$ cat src/design/dmc_pkg.sv
// ----------------------------------------------------------------------------
// dmc_pkg: shared types and constants of the maze carver
// Event codes, action and direction codes, the result record and the
// control record that drives the path stack.
// ----------------------------------------------------------------------------
package dmc_pkg;

    // Default grid bound and reset value of the side register
    localparam int DEFAULT_MAX_SIDE = 16;
    localparam logic [4:0] SIDE_RESET = 5'd8;

    // Actions carried by an input transaction
    localparam logic ACT_START = 1'b0;
    localparam logic ACT_STEP  = 1'b1;

    // Walk directions
    localparam logic [1:0] DIR_UP    = 2'd0;
    localparam logic [1:0] DIR_DOWN  = 2'd1;
    localparam logic [1:0] DIR_LEFT  = 2'd2;
    localparam logic [1:0] DIR_RIGHT = 2'd3;

    // Result events
    typedef enum logic [2:0] {
        EV_CARVED    = 3'd0,
        EV_BACKTRACK = 3'd1,
        EV_REJECT    = 3'd2,
        EV_IDLE      = 3'd3,
        EV_STARTED   = 3'd4
    } event_t;

    // One result record
    typedef struct packed {
        event_t     event_res;
        logic [3:0] cell_row;
        logic [3:0] cell_col;
        logic [1:0] direction;
        logic       finished;
    } result_t;

    // Commands to the path stack
    typedef struct packed {
        logic clear;
        logic push;
        logic pop;
    } stack_ctrl_t;

endpackage

$ cat src/design/dmc_path_stack.sv
// ----------------------------------------------------------------------------
// dmc_path_stack: stack of carved directions
// The top entry lives in a register; the entries below it live in a memory
// whose registered read port always prefetches the entry that a pop would
// expose next, so a pop takes the new top straight from the prefetch register.
// ----------------------------------------------------------------------------
module dmc_path_stack
    import dmc_pkg::*;
#(
    parameter int DEPTH = DEFAULT_MAX_SIDE * DEFAULT_MAX_SIDE
)
(
    input  logic        clk,
    input  logic        rst_n,
    input  stack_ctrl_t ctrl,
    input  logic [1:0]  push_dir,
    output logic [1:0]  top_dir,
    output logic        empty
);

    localparam int DW = $clog2(DEPTH + 1);
    localparam int AW = $clog2(DEPTH);

    logic [1:0]    mem [DEPTH];
    logic [DW-1:0] depth_reg;
    logic [DW-1:0] depth_next;
    logic [1:0]    top_reg;
    logic [1:0]    rd_data_reg;
    logic          full;
    logic          do_push;
    logic          wr_en;
    logic [AW-1:0] wr_addr;
    logic [AW-1:0] rd_addr;

    assign full    = (depth_reg == DW'(DEPTH));
    assign empty   = (depth_reg == '0);
    assign top_dir = top_reg;
    assign do_push = ctrl.push && !full;

    // The old top moves into the memory when a new entry is pushed.
    assign wr_en   = do_push && !empty;
    assign wr_addr = AW'(depth_reg - DW'(1));

    // Depth update.
    always_comb
    begin
        depth_next = depth_reg;
        if (ctrl.clear)
        begin
            depth_next = '0;
        end
        else if (do_push)
        begin
            depth_next = depth_reg + DW'(1);
        end
        else if (ctrl.pop && !empty)
        begin
            depth_next = depth_reg - DW'(1);
        end
    end

    // Prefetch the entry just below the next top.
    assign rd_addr = AW'(depth_next - DW'(2));

    always_ff @(posedge clk or negedge rst_n)
    begin
        if (!rst_n)
        begin
            depth_reg <= '0;
        end
        else
        begin
            depth_reg <= depth_next;
        end
    end

    // Memory, prefetch register and top register hold payload only.
    always_ff @(posedge clk)
    begin
        if (wr_en)
        begin
            mem[wr_addr] <= top_reg;
        end
        if (wr_en && (wr_addr == rd_addr))
        begin
            rd_data_reg <= top_reg;
        end
        else
        begin
            rd_data_reg <= mem[rd_addr];
        end
        if (!ctrl.clear)
        begin
            if (do_push)
            begin
                top_reg <= push_dir;
            end
            else if (ctrl.pop && !empty)
            begin
                top_reg <= rd_data_reg;
            end
        end
    end

endmodule

$ cat src/design/dfs_maze_carver.sv
// ----------------------------------------------------------------------------
// dfs_maze_carver: randomized depth-first maze carver with backtracking
// Each result is registered in an output register, with a skid stage behind it.
// Throughput: one transaction per cycle while the skid stage is empty; the visited
// map sits in flip-flops and the four neighbour probes, the stack push or pop and
// the map update all complete in the same cycle.
// Reset: the visited map clears at once, the side register returns to 8 and
// no walk is running; the block accepts transactions right after reset.
// ----------------------------------------------------------------------------
module dfs_maze_carver
    import dmc_pkg::*;
#(
    parameter int MAX_SIDE = DEFAULT_MAX_SIDE
)
(
    input  logic       clk,
    input  logic       rst_n,
    input  logic       cfg_we,
    input  logic [4:0] cfg_wdata,
    input  logic       in_valid,
    output logic       in_ready,
    input  logic       action,
    input  logic [3:0] start_row,
    input  logic [3:0] start_col,
    input  logic [1:0] random_dir,
    output logic       out_valid,
    input  logic       out_ready,
    output logic [2:0] event_res,
    output logic [3:0] cell_row,
    output logic [3:0] cell_col,
    output logic [1:0] direction,
    output logic       finished
);

    localparam int MAP_CELLS = MAX_SIDE * MAX_SIDE;
    localparam int CW        = $clog2(MAX_SIDE);
    localparam int IW        = $clog2(MAP_CELLS);
    localparam int VW        = $clog2(MAP_CELLS + 1);
    localparam int SDW       = $clog2(MAX_SIDE + 1);
    localparam int SXW       = (SDW > 5) ? SDW : 5;
    localparam int CXW       = 2 * SXW;

    // Map index of a cell.
    function automatic logic [IW-1:0] cell_index(input logic [SXW-1:0] r,
                                                 input logic [SXW-1:0] c);
        return IW'(32'(r) * MAX_SIDE + 32'(c));
    endfunction

    // State.
    logic [4:0]           side_reg;
    logic [MAP_CELLS-1:0] visited_reg;
    logic [MAP_CELLS-1:0] visited_next;
    logic [CW-1:0]        row_reg;
    logic [CW-1:0]        row_next;
    logic [CW-1:0]        col_reg;
    logic [CW-1:0]        col_next;
    logic [VW-1:0]        visit_cnt_reg;
    logic [VW-1:0]        visit_cnt_next;
    logic                 active_reg;
    logic                 active_next;

    // Output register and skid stage.
    logic    out_valid_reg;
    logic    skid_valid_reg;
    result_t out_reg;
    result_t skid_reg;
    result_t res;

    // Stack interface.
    stack_ctrl_t stk_ctrl;
    logic [1:0]  stk_top;
    logic        stk_empty;

    // Derived values.
    logic             accept;
    logic             out_free;
    logic [SXW-1:0]   eff_side;
    logic [SXW-1:0]   side_x;
    logic [CXW-1:0]   cells;
    logic [SXW-1:0]   row_x;
    logic [SXW-1:0]   col_x;
    logic [SXW-1:0]   srow_x;
    logic [SXW-1:0]   scol_x;
    logic [SXW-1:0]   nr [4];
    logic [SXW-1:0]   nc [4];
    logic [3:0]       bnd_ok;
    logic [3:0]       open;
    logic             any_open;
    logic [1:0]       bk_dir;
    logic [CXW-1:0]   visit_inc;

    assign accept   = in_valid && in_ready;
    assign in_ready = !skid_valid_reg;
    assign out_free = !out_valid_reg || out_ready;

    // Effective side: zero counts as one, large values saturate.
    assign side_x = SXW'(side_reg);
    always_comb
    begin
        if (side_reg == '0)
        begin
            eff_side = SXW'(1);
        end
        else if (side_x > SXW'(MAX_SIDE))
        begin
            eff_side = SXW'(MAX_SIDE);
        end
        else
        begin
            eff_side = side_x;
        end
    end

    assign cells     = CXW'(eff_side) * CXW'(eff_side);
    assign row_x     = SXW'(row_reg);
    assign col_x     = SXW'(col_reg);
    assign visit_inc = CXW'(visit_cnt_reg) + CXW'(1);

    // Start cell saturated into the maze.
    assign srow_x = (SXW'(start_row) > eff_side - SXW'(1)) ? eff_side - SXW'(1)
                                                          : SXW'(start_row);
    assign scol_x = (SXW'(start_col) > eff_side - SXW'(1)) ? eff_side - SXW'(1)
                                                          : SXW'(start_col);

    // Probe the four neighbours of the current cell.
    always_comb
    begin
        for (int d = 0; d < 4; d++)
        begin
            nr[d]     = row_x;
            nc[d]     = col_x;
            bnd_ok[d] = 1'b1;
            case (2'(d))
                DIR_UP:
                begin
                    bnd_ok[d] = (row_x != '0);
                    nr[d]     = row_x - SXW'(1);
                end
                DIR_DOWN:  nr[d] = row_x + SXW'(1);
                DIR_LEFT:
                begin
                    bnd_ok[d] = (col_x != '0);
                    nc[d]     = col_x - SXW'(1);
                end
                default:   nc[d] = col_x + SXW'(1);
            endcase
            open[d] = bnd_ok[d] && (nr[d] < eff_side) && (nc[d] < eff_side)
                      && !visited_reg[cell_index(nr[d], nc[d])];
        end
    end

    assign any_open = |open;
    assign bk_dir   = stk_top ^ DIR_DOWN;

    // Walk step.
    always_comb
    begin
        visited_next   = visited_reg;
        row_next       = row_reg;
        col_next       = col_reg;
        visit_cnt_next = visit_cnt_reg;
        active_next    = active_reg;
        stk_ctrl       = '0;
        res.event_res  = EV_IDLE;
        res.direction  = DIR_UP;

        if (accept)
        begin
            if (action == ACT_START)
            begin
                visited_next = '0;
                visited_next[cell_index(srow_x, scol_x)] = 1'b1;
                row_next       = CW'(srow_x);
                col_next       = CW'(scol_x);
                visit_cnt_next = VW'(1);
                active_next    = (cells > CXW'(1));
                stk_ctrl.clear = 1'b1;
                res.event_res  = EV_STARTED;
            end
            else if (!active_reg)
            begin
                res.event_res = EV_IDLE;
            end
            else if (!any_open)
            begin
                if (stk_empty)
                begin
                    active_next   = 1'b0;
                    res.event_res = EV_IDLE;
                end
                else
                begin
                    // Step back against the pushed direction within the grid bound.
                    stk_ctrl.pop  = 1'b1;
                    res.event_res = EV_BACKTRACK;
                    case (bk_dir)
                        DIR_UP:
                        begin
                            if (row_x != '0)
                            begin
                                row_next = row_reg - CW'(1);
                            end
                        end
                        DIR_DOWN:
                        begin
                            if (row_x + SXW'(1) < SXW'(MAX_SIDE))
                            begin
                                row_next = row_reg + CW'(1);
                            end
                        end
                        DIR_LEFT:
                        begin
                            if (col_x != '0)
                            begin
                                col_next = col_reg - CW'(1);
                            end
                        end
                        default:
                        begin
                            if (col_x + SXW'(1) < SXW'(MAX_SIDE))
                            begin
                                col_next = col_reg + CW'(1);
                            end
                        end
                    endcase
                end
            end
            else if (!open[random_dir])
            begin
                res.event_res = EV_REJECT;
            end
            else
            begin
                // Carve into the drawn neighbour.
                row_next = CW'(nr[random_dir]);
                col_next = CW'(nc[random_dir]);
                visited_next[cell_index(nr[random_dir], nc[random_dir])] = 1'b1;
                visit_cnt_next = VW'(visit_inc);
                stk_ctrl.push  = 1'b1;
                if (visit_inc >= cells)
                begin
                    active_next = 1'b0;
                end
                res.event_res = EV_CARVED;
                res.direction = random_dir;
            end
        end

        res.cell_row = 4'(row_next);
        res.cell_col = 4'(col_next);
        res.finished = !active_next;
    end

    dmc_path_stack #(
        .DEPTH (MAP_CELLS)
    ) u_stack (
        .clk      (clk),
        .rst_n    (rst_n),
        .ctrl     (stk_ctrl),
        .push_dir (random_dir),
        .top_dir  (stk_top),
        .empty    (stk_empty)
    );

    // Control state, visited map and output valid flags.
    always_ff @(posedge clk or negedge rst_n)
    begin
        if (!rst_n)
        begin
            side_reg       <= SIDE_RESET;
            visited_reg    <= '0;
            row_reg        <= '0;
            col_reg        <= '0;
            visit_cnt_reg  <= '0;
            active_reg     <= 1'b0;
            out_valid_reg  <= 1'b0;
            skid_valid_reg <= 1'b0;
        end
        else
        begin
            if (cfg_we)
            begin
                side_reg <= cfg_wdata;
            end
            visited_reg   <= visited_next;
            row_reg       <= row_next;
            col_reg       <= col_next;
            visit_cnt_reg <= visit_cnt_next;
            active_reg    <= active_next;
            if (out_free)
            begin
                out_valid_reg  <= skid_valid_reg || accept;
                skid_valid_reg <= 1'b0;
            end
            else if (accept)
            begin
                skid_valid_reg <= 1'b1;
            end
        end
    end

    // Result payload.
    always_ff @(posedge clk)
    begin
        if (out_free)
        begin
            if (skid_valid_reg)
            begin
                out_reg <= skid_reg;
            end
            else if (accept)
            begin
                out_reg <= res;
            end
        end
        else if (accept)
        begin
            skid_reg <= res;
        end
    end

    assign out_valid = out_valid_reg;
    assign event_res = out_reg.event_res;
    assign cell_row  = out_reg.cell_row;
    assign cell_col  = out_reg.cell_col;
    assign direction = out_reg.direction;
    assign finished  = out_reg.finished;

    // A held result in the skid stage always has one ahead of it.
    assert property (@(posedge clk) disable iff (!rst_n)
        skid_valid_reg |-> out_valid_reg)
        else $error("skid stage holds a result while the output is empty");

    // A start leaves an empty stack and exactly one visited cell counted.
    assert property (@(posedge clk) disable iff (!rst_n)
        (accept && (action == ACT_START)) |=> (stk_empty && (visit_cnt_reg == VW'(1))))
        else $error("start did not reset the walk");

    // While a walk runs, the cell it stands on is marked visited.
    assert property (@(posedge clk) disable iff (!rst_n)
        active_reg |-> visited_reg[cell_index(row_x, col_x)])
        else $error("walk stands on an unvisited cell");

endmodule

$ cat config.mk
export PLATFORM = sky130hd
export DESIGN_NAME = dfs_maze_carver
export DESIGN_NICKNAME = d
export VERILOG_FILES = /design/src/design/dmc_pkg.sv /design/src/design/dmc_path_stack.sv /design/src/design/dfs_maze_carver.sv
export SDC_FILE = /design/constraint.sdc
export NUM_CORES = 2
export LEC_CHECK = 0
export BUFFER_PORTS_ARGS = -buffer_cell sky130_fd_sc_hd__buf_2
export CAP_MARGIN = 20
export CORE_UTILIZATION = 40
export DETAILED_ROUTE_END_ITERATION = 10
export PLACE_DENSITY = 0.61
export SLEW_MARGIN = 20
export SYNTH_ARGS = -nofsm -noshare
export SYNTH_HDL_FRONTEND = slang
export SYNTH_SLANG_ARGS = --single-unit
$ cat constraint.sdc
create_clock -name clk -period 6.6 [get_ports clk]
set_input_delay 0.33 -clock clk [delete_from_list [all_inputs] [get_ports clk]]
set_output_delay 0.33 -clock clk [all_outputs]
set_load 0.02 [all_outputs]
==> results.py <==
metrics = {
    "final_layout": {
        "fillers": 10329,
        "drive_gt1_share_pct": 16.13,
        "largest_register_ffs": 512,
        "area_growth_syn_to_layout_pct": 11.25,
        "nNetsFinal": 4134,
    },
    "hold_path": {
        "whs_path_depth": 3,
        "min_to": "skid_valid_reg",
        "hold_start": "out_ready",
        "min_path_type": "in2reg",
    },
    "grt": {
        "grt_pass1_vias": 34599,
        "antenna_found_initial": 5,
        "grt_max_degree": 195,
        "grt-ovfl-total": 0,
        "track_usage_pct": 26.65,
        "grt_pass1_wl_um": 231700,
    },
    "floorplan": {
        "dieWidth_um": 340.3,
        "row_count": 123,
        "coreArea_sq_um": 113000,
        "die_h_um": 340.3,
        "initial_utilization_pct": 40.54,
        "ios": 37,
        "die_area_sq_um": 115800,
    },
    "worst_setup_path": {
        "worst_path_max_delay_cell": "buf_4",
        "crit_arrival_ps": 6740,
        "cp.required_ps": 7010,
        "path_common_cell": "buf_4",
        "cp-start-kind": "flip-flop",
        "path_max_fanout": 50,
        "rr_worst_depth": 16,
        "critPathKind": "reg2reg",
        "rr_startpoint": "col_reg[1]",
        "r2r_end": "skid_reg[4]",
        "crit_chain": "buf_4 -> buf_4 -> mux2i_1 -> o22ai_1 -> nor3_1 -> a32oi_1 -> nand4_1 -> nand4_1 -> nor4_1 -> o22ai_1 -> nor2_1 -> buf_4 -> mux2i_1 -> a21oi_1 -> a2bb2oi_1 -> o21ai_0",
        "critPathMaxStageDelay_ps": 800,
        "r2r_slack_ps": 270,
        "cp-end-kind": "flip-flop",
    },
    "cts": {
        "clkSinkCount": 840,
        "post-cts-setup-buffers": 0,
        "clk_latency_ps": 690,
        "path_clk_slew_ps": 70,
        "ctsHtreeMaxLevel": 3,
        "clock_path_buffers": 3,
        "cts_buffers": 86,
        "cts_tree": "built",
        "cts-root-buf": "clkbuf_16",
    },
    "synthesis": {
        "synth-seq-cells": 840,
        "seq_area_frac_synth_pct": 51.74,
        "synth_edf_count": 542,
        "yosysWarnings": 0,
        "ys_types": 83,
        "syn-cell-area_sq_um": 45790,
        "syn_avg_cell_area_sq_um": 11.25,
        "synthArstFlopShare_pct": 34.52,
        "yosys_most_used_dff": "edfxtp_1",
        "syn_inst": 4069,
    },
    "pwr": {
        "vdd_drop_max_v": 0.0004632,
        "power_leakage_nw": 17.85,
        "power_w": 0.02252,
        "power_density_nw_per_um2": 442.0,
    },
    "timing": {
        "tns_ps": 0,
        "hold_viol": 0,
        "tightest_slew_ps": 1450,
        "rsz0062_at_grt": "no",
        "min_period_ps": 6328,
        "maxSlewViolCount": 0,
        "finClkSkew_ps": 37.82,
        "slew_headroom_pct": 3.357,
        "fin_crit_sh_pct": 95.88,
        "setup_viol": 0,
        "fmaxAchievable_ghz": 0.1580,
    },
    "routing": {
        "num_vias": 36390,
        "drtIter0Drc": 5608,
        "drc": 0,
        "firstDrtPassIters": 7,
        "wl_per_cell_um": 27.97,
        "wl_um": 156900,
        "ant_nets": 0,
        "via_per_inst": 6.487,
    },
    "place": {
        "routabilityCongestion": 1.030,
        "hpwl_um": 97260,
        "numPortBuffers": 36,
    },
    "outcome": {
        "status": "complete, no violations",
    },
    "job": {
        "maxCapViolations": 0,
    },
}
cells in the mapped netlist (11+ instances only):
| library cell | count | share of area, % |
|---|---|---|
| inv_1 | 47 | 0.39 |
| mux2_2 | 28 | 0.69 |
| a211oi_1 | 12 | 0.20 |
| edfxtp_1 | 542 | 36 |
| nand4_1 | 27 | 0.37 |
| nand2_1 | 479 | 3.9 |
| a21o_1 | 13 | 0.21 |
| and2_1 | 17 | 0.23 |
| a32oi_1 | 15 | 0.29 |
| nor2_1 | 433 | 3.5 |
| or3_1 | 12 | 0.16 |
| buf_1 | 27 | 0.22 |
| xor2_1 | 25 | 0.48 |
| o21ai_0 | 272 | 3.0 |
| buf_4 | 27 | 0.44 |
| ha_1 | 74 | 2.0 |
| and3_1 | 26 | 0.36 |
| mux2i_1 | 153 | 3.3 |
| clkbuf_1 | 220 | 1.8 |
| mux4_2 | 267 | 13 |
| dfrtp_1 | 289 | 16 |
| xnor2_1 | 28 | 0.54 |
| nand3_1 | 79 | 0.86 |
| buf_2 | 26 | 0.28 |
| nor3_1 | 55 | 0.60 |
| nand2b_1 | 12 | 0.16 |
| a31oi_1 | 16 | 0.22 |
| o211ai_1 | 11 | 0.18 |
| a22oi_1 | 28 | 0.46 |
| a21oi_1 | 552 | 6.0 |
| o22ai_1 | 71 | 0.97 |
| nor2b_1 | 17 | 0.23 |
per-stage QoR:
stage | std cells | setup slack (ps) | utilization [%] | hold WS, ps | instance area, sq um
3_5_place_dp | 5431 | 529.0 | 42.30 | 478.0 | 47780
3_3_place_gp | 5429 | 566.9 | 42.27 | 480.1 | 47750
5_1_grt | 5603 | 127.3 | 45.08 | 58.02 | 50930
2_1_floorplan | 4071 | 587.6 | - | 34.41 | 45800
6_report | 5610 | 271.8 | 45.10 | 15.72 | 50940
4_1_cts | 5600 | 474.7 | 45.04 | 8.039 | 50870
worst max-delay path: cells and delay by family, from the launching register on:
| kind | cells | cell delay [ps] |
|---|---|---|
| and+or+nand+nor | 5 | 2050 |
| AOI/OAI and AO/OA | 6 | 1680 |
| buffers and inverters | 3 | 1370 |
| muxes | 2 | 490 |
| DFF | 1 | 400 |
cell families after synthesis:
family	count (synthesis)	share of synthesized area [%]
flip-flops	840	51.74
adder cells (fa/ha/maj)	77	2.153
buffers and inverters	367	3.470
AO/OA/AOI/OAI	1090	13.41
XOR/XNOR	54	1.049
other	2	0.01640
multiplexers	448	17.16
AND/OR/NAND/NOR	1191	11.00
cells in the final DEF (no fill, tap or decap), drive strengths merged, types with 16 or more instances in the layout:
cell and n:
a21oi 553, a22oi 28, a31oi 16, and2 19
and3 26, buf 175, clkbuf 116, clkinv 24
dfrtp 289, edfxtp 542, ha 74, inv 56
mux2 28, mux2i 153, mux4 267, nand2 479
nand3 79, nand4 27, nor2 435, nor2b 17
nor3 55, o21ai 276, o22ai 71, xnor2 29
xor2 25
final cells by class:
class	instances	area, sq um	share of cell area, %
sequential	840	23710	46.55
multi-input combinational	2864	20650	40.53
clock buffer	116	2427	4.765
tap	1500	1877	3.684
timing repair buffer	189	1533	3.009
clock inverter	39	521.8	1.024
inverter	55	207.7	0.4077
antenna	7	17.52	0.03439
metal layers:
layer	GRT usage [%]	vias up	part of all wire, %
li1	-	15282	-
met4	11.94	6	4.6
met3	7.585	432	13
met1	37.98	18283	41
met5	0	-	0.020
met2	37.60	2387	42
power by group:
| group | switching, W | internal (W) |
|---|---|---|
| combinational | 0.00699 | 0.00352 |
| clock | 0.00219 | 0.00299 |
| sequential | 0.000533 | 0.00630 |
| total | 0.00971 | 0.0128 |
repair_timing:
item                                    4_1_cts  5_1_grt
hold buffers                                 14        0
endpoints found under the hold margin       107        0
endpoints found under the setup margin        0        5
resized for setup                             0        1
how the worst max path moves through the flow:
stage / from / to / slack (ps) / depth (start not counted)
floorplan: col_reg[1] / u_stack.mem[10][0] / 590 / 22
global placement: col_reg[1] / skid_reg[4] / 570 / 16
detailed placement: side_reg[4] / visited_reg[11] / 530 / 18
CTS: side_reg[4] / visited_reg[11] / 470 / 18
global route: side_reg[4] / visited_reg[64] / 130 / 17
finish: col_reg[1] / skid_reg[4] / 270 / 16
No activity file was read; power rests on OpenSTA's default activity.
